### src/sv/bgc_pkg.sv
// Package for the backlight gamma controller: widths, codes, command/status
// structs and the small constant tables used by the controller and datapath.
// No dependencies.
package bgc_pkg;

	localparam int unsigned LEVEL_W       = 8;
	localparam int unsigned FUNC_W        = 2;
	localparam int unsigned GAMMA_W       = 9;
	localparam int unsigned EXP_W         = 3;   // integer part of gamma, 0..5
	localparam int unsigned FRAC_W        = 7;   // hundredths of gamma, 0..99
	localparam int unsigned PROD_W        = 48;  // holds x^6 for x <= 254
	localparam int unsigned POW_W         = 40;  // holds 255^5
	localparam int unsigned MIX_W         = 15;  // holds 255 * 100
	localparam int unsigned QUO_W         = 8;   // every quotient here is below 256
	localparam int unsigned CNT_W         = $clog2(QUO_W);
	localparam int unsigned RECIP_W       = 13;   // divide-by-100 multiplier width
	localparam int unsigned RECIP_100     = 5243; // ceil(2^19 / 100), exact below 43690
	localparam int unsigned RECIP_SH      = 19;
	localparam int unsigned DEFAULT_LEVEL = 128;
	localparam int unsigned GAMMA_UNITY   = 100;
	localparam int unsigned GAMMA_RESET   = 100;
	localparam int unsigned FRAC_ONE      = 100;
	localparam int unsigned LEVEL_MAX     = 255;

	typedef enum logic [FUNC_W-1:0] {
		FUNC_SET     = 2'd0,
		FUNC_OFF     = 2'd1,
		FUNC_ON      = 2'd2,
		FUNC_REFRESH = 2'd3
	} func_t;

	typedef enum logic {
		DIV_LO = 1'b0,
		DIV_HI = 1'b1
	} div_sel_t;

	typedef struct packed {
		logic     load;
		logic     mul;
		logic     div_start;
		div_sel_t div_sel;
		logic     div_step;
		logic     lo_save;
		logic     mix;
		logic     fin;
		logic     out_load;
	} dp_cmd_t;

	typedef struct packed {
		logic             emit;
		logic             bypass;
		logic [EXP_W-1:0] n;
		logic             out_free;
	} dp_stat_t;

	// 255^e for e = 0..5
	function automatic logic [POW_W-1:0] pow255(input logic [EXP_W-1:0] e);
		logic [POW_W-1:0] r;
		case (e)
			3'd0:    r = 40'd1;
			3'd1:    r = 40'd255;
			3'd2:    r = 40'd65025;
			3'd3:    r = 40'd16581375;
			3'd4:    r = 40'd4228250625;
			3'd5:    r = 40'd1078203909375;
			default: r = 40'd1;
		endcase
		return r;
	endfunction

	// integer part of gamma/100 over the 9-bit range
	function automatic logic [EXP_W-1:0] gamma_int(input logic [GAMMA_W-1:0] g);
		logic [EXP_W-1:0] n;
		if (g >= 9'd500)
			n = 3'd5;
		else if (g >= 9'd400)
			n = 3'd4;
		else if (g >= 9'd300)
			n = 3'd3;
		else if (g >= 9'd200)
			n = 3'd2;
		else if (g >= 9'd100)
			n = 3'd1;
		else
			n = 3'd0;
		return n;
	endfunction

endpackage

### src/sv/bgc_if.sv
// Request and result channel interfaces of the backlight gamma controller.
// Depends on bgc_pkg.
interface bgc_req_if;
	logic                         valid;
	logic                         ready;
	logic [bgc_pkg::FUNC_W-1:0]   func;
	logic [bgc_pkg::LEVEL_W-1:0]  level;

	modport source (output valid, output func, output level, input ready);
	modport sink   (input valid, input func, input level, output ready);
endinterface

interface bgc_rsp_if;
	logic                         valid;
	logic                         ready;
	logic [bgc_pkg::LEVEL_W-1:0]  device_level;
	logic                         display_on;

	modport source (output valid, output device_level, output display_on, input ready);
	modport sink   (input valid, input device_level, input display_on, output ready);
endinterface

### src/sv/bgc_ctrl.sv
// Sequencer of the backlight gamma controller: walks the power, divide and
// blend steps of one request. Depends on bgc_pkg.
module bgc_ctrl (
	input  logic              clk,
	input  logic              arst_n,
	input  logic              req_valid,
	output logic              req_ready,
	input  bgc_pkg::dp_stat_t stat,
	output bgc_pkg::dp_cmd_t  cmd
);

	typedef enum logic [9:0] {
		S_IDLE   = 10'b00_0000_0001,
		S_DECIDE = 10'b00_0000_0010,
		S_POW    = 10'b00_0000_0100,
		S_DLO    = 10'b00_0000_1000,
		S_DHI_M  = 10'b00_0001_0000,
		S_DHI_S  = 10'b00_0010_0000,
		S_DHI    = 10'b00_0100_0000,
		S_MIX    = 10'b00_1000_0000,
		S_FIN    = 10'b01_0000_0000,
		S_OUT    = 10'b10_0000_0000
	} state_t;

	localparam logic [bgc_pkg::CNT_W-1:0] LAST_STEP = bgc_pkg::CNT_W'(bgc_pkg::QUO_W - 1);

	state_t                       state_q, state_d;
	logic [bgc_pkg::EXP_W-1:0]    pow_q, pow_d;   // power of x held in the product register
	logic [bgc_pkg::CNT_W-1:0]    cnt_q, cnt_d;   // divider step

	always_comb begin
		state_d   = state_q;
		pow_d     = pow_q;
		cnt_d     = cnt_q;
		cmd       = '0;
		cmd.div_sel = bgc_pkg::DIV_LO;
		req_ready = 1'b0;
		case (state_q)
			S_IDLE: begin
				req_ready = 1'b1;
				if (req_valid) begin
					cmd.load = 1'b1;
					state_d  = S_DECIDE;
				end
			end
			S_DECIDE: begin
				pow_d = bgc_pkg::EXP_W'(1);
				if (!stat.emit) begin
					state_d = S_IDLE;
				end else if (stat.bypass) begin
					state_d = S_OUT;
				end else if (stat.n == '0) begin
					// low end is full scale, high end is x itself
					cmd.lo_save   = 1'b1;
					cmd.div_start = 1'b1;
					cmd.div_sel   = bgc_pkg::DIV_HI;
					cnt_d         = '0;
					state_d       = S_DHI;
				end else begin
					state_d = S_POW;
				end
			end
			S_POW: begin
				if (pow_q < stat.n) begin
					cmd.mul = 1'b1;
					pow_d   = pow_q + 1'b1;
				end else begin
					cmd.div_start = 1'b1;
					cmd.div_sel   = bgc_pkg::DIV_LO;
					cnt_d         = '0;
					state_d       = S_DLO;
				end
			end
			S_DLO: begin
				cmd.div_step = 1'b1;
				cnt_d        = cnt_q + 1'b1;
				if (cnt_q == LAST_STEP)
					state_d = S_DHI_M;
			end
			S_DHI_M: begin
				cmd.mul     = 1'b1;
				cmd.lo_save = 1'b1;
				state_d     = S_DHI_S;
			end
			S_DHI_S: begin
				cmd.div_start = 1'b1;
				cmd.div_sel   = bgc_pkg::DIV_HI;
				cnt_d         = '0;
				state_d       = S_DHI;
			end
			S_DHI: begin
				cmd.div_step = 1'b1;
				cnt_d        = cnt_q + 1'b1;
				if (cnt_q == LAST_STEP)
					state_d = S_MIX;
			end
			S_MIX: begin
				cmd.mix = 1'b1;
				state_d = S_FIN;
			end
			S_FIN: begin
				cmd.fin = 1'b1;
				state_d = S_OUT;
			end
			S_OUT: begin
				if (stat.out_free) begin
					cmd.out_load = 1'b1;
					state_d      = S_IDLE;
				end
			end
			default: begin
				state_d = S_IDLE;
			end
		endcase
	end

	always_ff @(posedge clk or negedge arst_n) begin
		if (!arst_n) begin
			state_q <= S_IDLE;
			pow_q   <= '0;
			cnt_q   <= '0;
		end else begin
			state_q <= state_d;
			pow_q   <= pow_d;
			cnt_q   <= cnt_d;
		end
	end

endmodule

### src/sv/bgc_dp.sv
// Datapath of the backlight gamma controller: state, gamma register, power
// multiplier, radix-2 divider, blend and result register. Depends on bgc_pkg, bgc_if.
module bgc_dp #(
	parameter int unsigned DEFAULT_LEVEL = bgc_pkg::DEFAULT_LEVEL
) (
	input  logic                          clk,
	input  logic                          arst_n,
	input  bgc_pkg::dp_cmd_t              cmd,
	output bgc_pkg::dp_stat_t             stat,
	input  logic [bgc_pkg::FUNC_W-1:0]    req_func,
	input  logic [bgc_pkg::LEVEL_W-1:0]   req_level,
	input  logic                          cfg_we,
	input  logic [bgc_pkg::GAMMA_W-1:0]   cfg_wdata,
	bgc_rsp_if.source                     rsp
);

	localparam int unsigned LW = bgc_pkg::LEVEL_W;
	localparam int unsigned PW = bgc_pkg::PROD_W;
	localparam int unsigned QW = bgc_pkg::QUO_W;
	localparam int unsigned MW = bgc_pkg::MIX_W;
	localparam int unsigned FW = bgc_pkg::FRAC_W;
	localparam int unsigned GW = bgc_pkg::GAMMA_W;
	localparam int unsigned EW = bgc_pkg::EXP_W;
	localparam int unsigned RW = bgc_pkg::RECIP_W;
	localparam int unsigned XW = MW + RW;

	// control state
	logic [GW-1:0]  gamma_q;
	logic [LW-1:0]  level_q;
	logic           active_q;
	logic           rsp_valid_q;

	// per-request payload
	logic [LW-1:0]  x_q;
	logic [EW-1:0]  n_q;
	logic [FW-1:0]  f_q;
	logic           emit_q;
	logic           bypass_q;
	logic           disp_q;
	logic [PW-1:0]  p_q;
	logic [PW-1:0]  rem_q;
	logic [PW-1:0]  dsh_q;
	logic [QW-1:0]  quo_q;
	logic [LW-1:0]  lo_q;
	logic [MW-1:0]  pa_q;
	logic [MW-1:0]  pb_q;
	logic [LW-1:0]  fin_q;
	logic [LW-1:0]  rsp_level_q;
	logic           rsp_on_q;

	// request decode
	bgc_pkg::func_t  func;
	logic [LW-1:0]   x_new;
	logic            active_new;
	logic            emit_new;
	logic            disp_new;
	logic            bypass_new;
	logic [EW-1:0]   n_new;
	logic [GW-1:0]   n_hund;

	logic [PW+LW-1:0]           mul_full;
	logic [bgc_pkg::POW_W-1:0]  div_d;
	logic                       ge;
	logic [FW-1:0]              f_inv;
	logic [MW-1:0]              mix_sum;
	logic [XW-1:0]              fin_prod;

	always_comb begin
		func       = bgc_pkg::func_t'(req_func);
		x_new      = level_q;
		active_new = active_q;
		emit_new   = active_q;
		disp_new   = 1'b1;
		case (func)
			bgc_pkg::FUNC_SET: begin
				x_new = req_level;
			end
			bgc_pkg::FUNC_OFF: begin
				x_new      = '0;
				active_new = 1'b0;
				emit_new   = 1'b1;
				disp_new   = 1'b0;
			end
			bgc_pkg::FUNC_ON: begin
				active_new = 1'b1;
				emit_new   = 1'b1;
			end
			default: begin
			end
		endcase
		bypass_new = (x_new == '0) || (x_new == LW'(bgc_pkg::LEVEL_MAX)) ||
			(gamma_q == GW'(bgc_pkg::GAMMA_UNITY));
		n_new  = bgc_pkg::gamma_int(gamma_q);
		n_hund = GW'(int'(n_new) * int'(bgc_pkg::FRAC_ONE));
	end

	assign mul_full = p_q * x_q;
	assign ge       = (rem_q >= dsh_q);
	assign f_inv    = FW'(bgc_pkg::FRAC_ONE) - f_q;

	// blend sum is at most 255 * 100, so no carry out
	assign mix_sum  = pa_q + pb_q;
	// divide by 100 as a reciprocal multiply, exact over the blend range
	assign fin_prod = XW'(mix_sum) * XW'(bgc_pkg::RECIP_100);

	always_comb begin
		case (cmd.div_sel)
			bgc_pkg::DIV_LO: begin
				div_d = bgc_pkg::pow255(n_q - 1'b1);
			end
			default: begin
				div_d = bgc_pkg::pow255(n_q);
			end
		endcase
	end

	always_ff @(posedge clk or negedge arst_n) begin
		if (!arst_n) begin
			gamma_q     <= GW'(bgc_pkg::GAMMA_RESET);
			level_q     <= LW'(DEFAULT_LEVEL);
			active_q    <= 1'b1;
			rsp_valid_q <= 1'b0;
		end else begin
			if (cfg_we)
				gamma_q <= cfg_wdata;
			if (cmd.load) begin
				if (func == bgc_pkg::FUNC_SET)
					level_q <= req_level;
				active_q <= active_new;
			end
			if (cmd.out_load)
				rsp_valid_q <= 1'b1;
			else if (rsp.ready)
				rsp_valid_q <= 1'b0;
		end
	end

	always_ff @(posedge clk) begin
		if (cmd.load) begin
			x_q      <= x_new;
			n_q      <= n_new;
			f_q      <= FW'(gamma_q - n_hund);
			emit_q   <= emit_new;
			bypass_q <= bypass_new;
			disp_q   <= disp_new;
			p_q      <= PW'(x_new);
		end else if (cmd.mul) begin
			p_q <= mul_full[PW-1:0];
		end

		// quotient is known to fit in QW bits, so only QW restoring steps
		if (cmd.div_start) begin
			rem_q <= p_q;
			dsh_q <= PW'(div_d) << (QW - 1);
			quo_q <= '0;
		end else if (cmd.div_step) begin
			if (ge)
				rem_q <= rem_q - dsh_q;
			dsh_q <= dsh_q >> 1;
			quo_q <= {quo_q[QW-2:0], ge};
		end

		if (cmd.lo_save)
			lo_q <= (n_q == '0) ? LW'(bgc_pkg::LEVEL_MAX) : quo_q;

		if (cmd.mix) begin
			pa_q <= MW'(lo_q) * MW'(f_inv);
			pb_q <= MW'(quo_q) * MW'(f_q);
		end

		if (cmd.fin)
			fin_q <= fin_prod[bgc_pkg::RECIP_SH +: LW];

		// blend of two values at most full scale cannot exceed full scale
		if (cmd.out_load) begin
			rsp_level_q <= bypass_q ? x_q : fin_q;
			rsp_on_q    <= disp_q;
		end
	end

	assign stat.emit     = emit_q;
	assign stat.bypass   = bypass_q;
	assign stat.n        = n_q;
	assign stat.out_free = !rsp_valid_q || rsp.ready;

	assign rsp.valid        = rsp_valid_q;
	assign rsp.device_level = rsp_level_q;
	assign rsp.display_on   = rsp_on_q;

endmodule

### src/sv/backlight_gamma_controller.sv
// Backlight gamma controller, top level.
// Depends on bgc_pkg, bgc_if, bgc_ctrl and bgc_dp.
//
// Use: each request on req carries func (set level, screen off, screen on,
// refresh) and level. The block keeps the stored level and a screen-on flag
// and answers on rsp with device_level = 255*(x/255)^(gamma/100), blended
// linearly over the hundredths of gamma, plus display_on. A set or refresh
// while the screen is off yields no result; screen off yields level 0.
// The gamma exponent (times 100) is written through cfg_we/cfg_wdata; the user
// must write it only while idle, which the block itself does not enforce.
// Sequencing: one request at a time; req.ready is high only while idle.
// Levels 0 and 255 and unity gamma reach the result register straight from
// the decide state. Otherwise, for integer gamma part n >= 1, the steps are:
// n multiplies by x, 8-step restoring divisions by 255^(n-1) and 255^n
// through one shared divider, the blend and a reciprocal divide by 100;
// gamma below 1.00 skips the multiplies and the first division.
// A dropped set or refresh on a dark screen returns from decide to idle.
// Reset clears the sequencer and result valid, loads gamma 1.00, the
// default level and screen on. A stalled rsp holds its result; the next
// request is still taken and its result waits in the sequencer until free.
module backlight_gamma_controller #(
	parameter int unsigned DEFAULT_LEVEL = bgc_pkg::DEFAULT_LEVEL
) (
	input  logic                          clk,
	input  logic                          arst_n,
	bgc_req_if.sink                       req,
	bgc_rsp_if.source                     rsp,
	input  logic                          cfg_we,
	input  logic [bgc_pkg::GAMMA_W-1:0]   cfg_wdata
);

	bgc_pkg::dp_cmd_t   cmd;
	bgc_pkg::dp_stat_t  stat;
	logic               req_ready;

	assign req.ready = req_ready;

	// sequencer: decides which datapath step runs each cycle
	bgc_ctrl u_ctrl (
		.clk       (clk),
		.arst_n    (arst_n),
		.req_valid (req.valid),
		.req_ready (req_ready),
		.stat      (stat),
		.cmd       (cmd)
	);

	// datapath: state, multiplier, divider and result register
	bgc_dp #(
		.DEFAULT_LEVEL (DEFAULT_LEVEL)
	) u_dp (
		.clk       (clk),
		.arst_n    (arst_n),
		.cmd       (cmd),
		.stat      (stat),
		.req_func  (req.func),
		.req_level (req.level),
		.cfg_we    (cfg_we),
		.cfg_wdata (cfg_wdata),
		.rsp       (rsp)
	);

endmodule

### src/flat_wrapper.sv
// flat-port wrapper written by rule: the top's interface ports become plain ports
module backlight_gamma_controller_flat 
#(
	parameter int unsigned DEFAULT_LEVEL = bgc_pkg::DEFAULT_LEVEL
)
  (clk, arst_n, cfg_we, cfg_wdata, req_valid, req_func, req_level, req_ready, rsp_valid, rsp_device_level, rsp_display_on, rsp_ready);
  bgc_req_if req_i ();
  bgc_rsp_if rsp_i ();
  input  logic clk;
  input  logic arst_n;
  input  logic cfg_we;
  input  logic [bgc_pkg::GAMMA_W-1:0] cfg_wdata;
  input wire logic [$bits(req_i.valid)-1:0] req_valid;
  input wire logic [$bits(req_i.func)-1:0] req_func;
  input wire logic [$bits(req_i.level)-1:0] req_level;
  output wire logic [$bits(req_i.ready)-1:0] req_ready;
  output wire logic [$bits(rsp_i.valid)-1:0] rsp_valid;
  output wire logic [$bits(rsp_i.device_level)-1:0] rsp_device_level;
  output wire logic [$bits(rsp_i.display_on)-1:0] rsp_display_on;
  input wire logic [$bits(rsp_i.ready)-1:0] rsp_ready;
  assign req_i.valid = req_valid;
  assign req_i.func = req_func;
  assign req_i.level = req_level;
  assign req_ready = req_i.ready;
  assign rsp_valid = rsp_i.valid;
  assign rsp_device_level = rsp_i.device_level;
  assign rsp_display_on = rsp_i.display_on;
  assign rsp_i.ready = rsp_ready;
  backlight_gamma_controller #(.DEFAULT_LEVEL(DEFAULT_LEVEL)) u_core (.clk(clk), .arst_n(arst_n), .req(req_i), .rsp(rsp_i), .cfg_we(cfg_we), .cfg_wdata(cfg_wdata));
endmodule
### config.mk
export PLATFORM = sky130hd
export DESIGN_NAME = backlight_gamma_controller_flat
export DESIGN_NICKNAME = d
export VERILOG_FILES = /design/src/sv/bgc_pkg.sv /design/src/sv/bgc_if.sv /design/src/sv/bgc_ctrl.sv /design/src/sv/bgc_dp.sv /design/src/sv/backlight_gamma_controller.sv /design/src/flat_wrapper.sv
export SDC_FILE = /design/constraint.sdc
export NUM_CORES = 2
export LEC_CHECK = 0
export ABC_AREA = 1
export BUFFER_PORTS_ARGS = -buffer_cell sky130_fd_sc_hd__buf_2
export CAP_MARGIN = 40
export CORE_MARGIN = 4
export CORE_UTILIZATION = 55
export CTS_BUF_LIST = sky130_fd_sc_hd__clkbuf_4 sky130_fd_sc_hd__clkbuf_8 sky130_fd_sc_hd__clkbuf_16
export DETAILED_ROUTE_END_ITERATION = 8
export PLACE_DENSITY = 0.79
export SLEW_MARGIN = 30
export SYNTH_ARGS = -nofsm -noshare
export SYNTH_HDL_FRONTEND = slang
export SYNTH_SLANG_ARGS = --single-unit
export TNS_END_PERCENT = 30
### constraint.sdc
create_clock -name clk -period 9.55 [get_ports clk]
set_input_delay 0.955 -clock clk [delete_from_list [all_inputs] [get_ports clk]]
set_output_delay 0.955 -clock clk [all_outputs]
set_load 0.03 [all_outputs]
==> results.md <==
- Layout cells sized above 1: 3.87%
- CTS tree: done
- First-pass GRT wire length: 163000 um
- Register area share after synthesis: 20.1%
- Fin. Hold Viols: 0
- Post-DP Area: 0.0363 mm2
- Achievable clock frequency: 154 MHz
- Total Power: 12.9 mW
- Vias post-DR: 31200
- Drt via density: 5.38
- Distinct cells, synth: 57
- TritonCTS buffer count: 36
- PnR worst setup slack: 3060 ps
- I/O pin total: 35
- Top cell type's share of synthesized area: 21.3%
- GRT Resource Usage Total: 30.0%
- Synth top cells by count: 1569 x nand2_1, 1208 x inv_1, 377 x fa_1
- Final core utilization: 59.1%
- Post-CTS Setup Bufs: 0
- Power per standard cell area: 343 mW/mm2
- Status: finished, final reports clean
- Hold Path Class: input port to asynchronous set/reset pin
- Avg Cell Area, Syn: 7.14 um2
- Synth warn: 0
- Clk_lat worst skew: 590 ps
- Dpl hpwl: 81500 um
- Fillers: 5890
- Max FO, Critical Path: 5
- Tcrit/Tclk final: 68.0%
- Unrepaired setup endpoints after global routing: false
- Setup CP Type: flip-flop to flip-flop
- Tightest Pin Transition: 870 ps
- Slew Limit Fails: 0
- Slowest-stage cell, CP: fa_1
- Antenna violations before repair: 1
- DRC Markers: 0
- Main area contributors after synthesis: fa_1 21%, nand2_1 17%, edfxtp_1 15%, inv_1 13%, ha_1 10%
- Largest delay contributor family on the critical path: adder cells
- Die area: 0.0687 mm2
- Die Wd: 262 um
- Arr. time, crit path: 6810 ps
- Area delta synth->final: 5.74%
- Rel. slew slack: 41.5%
- Sequential cell area: 0.00715 mm2
- Cts repair resizes: 0
- Top_reg_cell synth: edfxtp_1
- CTS clk-pin slew, worst paths: 60 ps
- Number of global-route vias before repair: 30900
- Cell taking the most area after synthesis: fa_1
- Post-placement cell count: 5736
- Most Frequent Cell on Critical Path: inv_1
- Deepest clock path buffer count: 3
- Tmin final: 6490 ps
- Final TNS setup: 0 ps
- Die Y: 262 um
- Row count: 92
- Crit path largest cell delay: 560 ps
- Max Clock Skew: 38.5 ps
- DRT iter0 DRCs: 2610
- Design Area, Final: 0.0376 mm2
- WL final: 101000 um
- Nets: 5625
- Max Cap Viol: 0
- PortBufs: 34
- Area of the multi-input gates: 0.0232 mm2
- Total grt overflow: 0
- Synth Net Count: 5667
- Core region area: 0.0635 mm2
- Number of flops mapped to enable cells by yosys: 172
- DP Worst Slack: 3180 ps
- Fraction of registers with async set/reset: 13.4%
- Finished Layout Cells: 5804
- Count leader, synth: nand2_1
- Mapped Cells: 4971
- Crit path buffers/inverters: 6
- Synth Cell Area: 0.0355 mm2
- CTS Root Cell: clkbuf_16
- Hold slack: 325 ps
- Worst Path Required: 9870 ps
- Worst setup EP type: flip-flop
- DRT Pass-1 Iters: 6
- Worst VDD drop: 547 uV
- Antenna viol nets, final: 0
- CTS Sinks: 262
- Seq cells post-synth: 262
- Final Wtd Congestion: 1.02
- Static leakage power: 20.1 nW
- WL per Instance: 17.4 um
- Critical Path Source Type: flip-flop
- Cts hold-fix bufs: 0
- Htree depth: 2
- Starting Density: 55.9%
- Largest net degree at the start of global routing: 54
- Final setup fails: 0
worst paths after layout:
path                       slack, ps                 from  cells after the start                    endpoint
max                             3060  u_core.u_dp.pa_q[6]                     26        u_core.u_dp.fin_q[5]
min                              320               arst_n                      1      u_core.u_dp.level_q[5]
max reg2reg                     3060  u_core.u_dp.pa_q[6]                     26        u_core.u_dp.fin_q[5]
min reg2reg                      430   u_core.u_dp.disp_q                      0  u_core.u_dp.rsp.display_on
max in group asynchronous       8670               arst_n                      2      u_core.u_dp.gamma_q[2]
min in group clk                 430   u_core.u_dp.disp_q                      0  u_core.u_dp.rsp.display_on
sequential cells by signal, indices dropped and copies added, names as in the netlist, 7 cells and up:
register / cells
u_core.u_dp.rem_q: 48
u_core.u_dp.rsp.device_level: 8
u_core.u_dp.pa_q: 15
u_core.u_dp.f_q: 7
u_core.u_dp.quo_q: 8
u_core.u_dp.dsh_q: 47
u_core.u_dp.p_q: 48
u_core.u_dp.gamma_q: 9
u_core.u_ctrl.state_q: 10
u_core.u_dp.pb_q: 15
u_core.u_dp.fin_q: 8
u_core.u_dp.x_q: 8
u_core.u_dp.lo_q: 8
u_core.u_dp.level_q: 8
cells in the final DEF, fill, tap and decap left out, types with 14 or more instances in the layout:
cell	count
nor3_1	27
buf_2	35
nand3b_1	15
o22ai_1	14
nand2_1	1567
buf_4	18
o21ai_1	40
dfxtp_1	55
inv_1	1206
nor2_1	254
edfxtp_1	172
o21bai_1	24
ha_1	295
clkbuf_16	36
fa_1	377
xor2_1	46
a21oi_1	156
xnor2_1	25
or2_2	23
nand4_1	57
nand3_1	207
dfrtp_1	29
o21ai_0	139
area by class of cell:
type,count,area share [%]
Clock buffer,42,2.52
Multi-Input combinational cell,3354,61.7
Inverter,1218,12.2
Clock inverter,24,0.703
Tap cell,846,2.82
Sequential cell,262,19.0
Timing Repair Buffer,57,1.01
Antenna cell,1,0.00666
cell families after synthesis:
family | count (synthesis) | share of synthesized area [%]
DFF | 262 | 20.1
adders and majority gates | 672 | 31.6
xor gates and xnor gates | 75 | 1.97
buffers and inverters | 1355 | 14.6
and+or+nand+nor | 2180 | 24.9
muxes | 6 | 0.190
AOI/OAI and AO/OA | 421 | 6.53
per-layer routing:
metal | track usage (%) | vias up | share of wire (%)
li1 | - | 14900 | -
met1 | 38.2 | 14800 | 40
met2 | 51.3 | 1207 | 47
met3 | 4.59 | 302 | 7.5
met4 | 12.5 | 0 | 5.3
met5 | 0 | - | 0
where the power goes:
group / total [mW] / switching [mW] / internal [mW]
Sequential: 2.11 / 0.428 / 1.68
Clock: 1.42 / 0.590 / 0.830
Combinational: 9.35 / 6.00 / 3.35
Total: 12.9 / 7.01 / 5.86
Note: power is estimated with default switching activity, not from simulation.
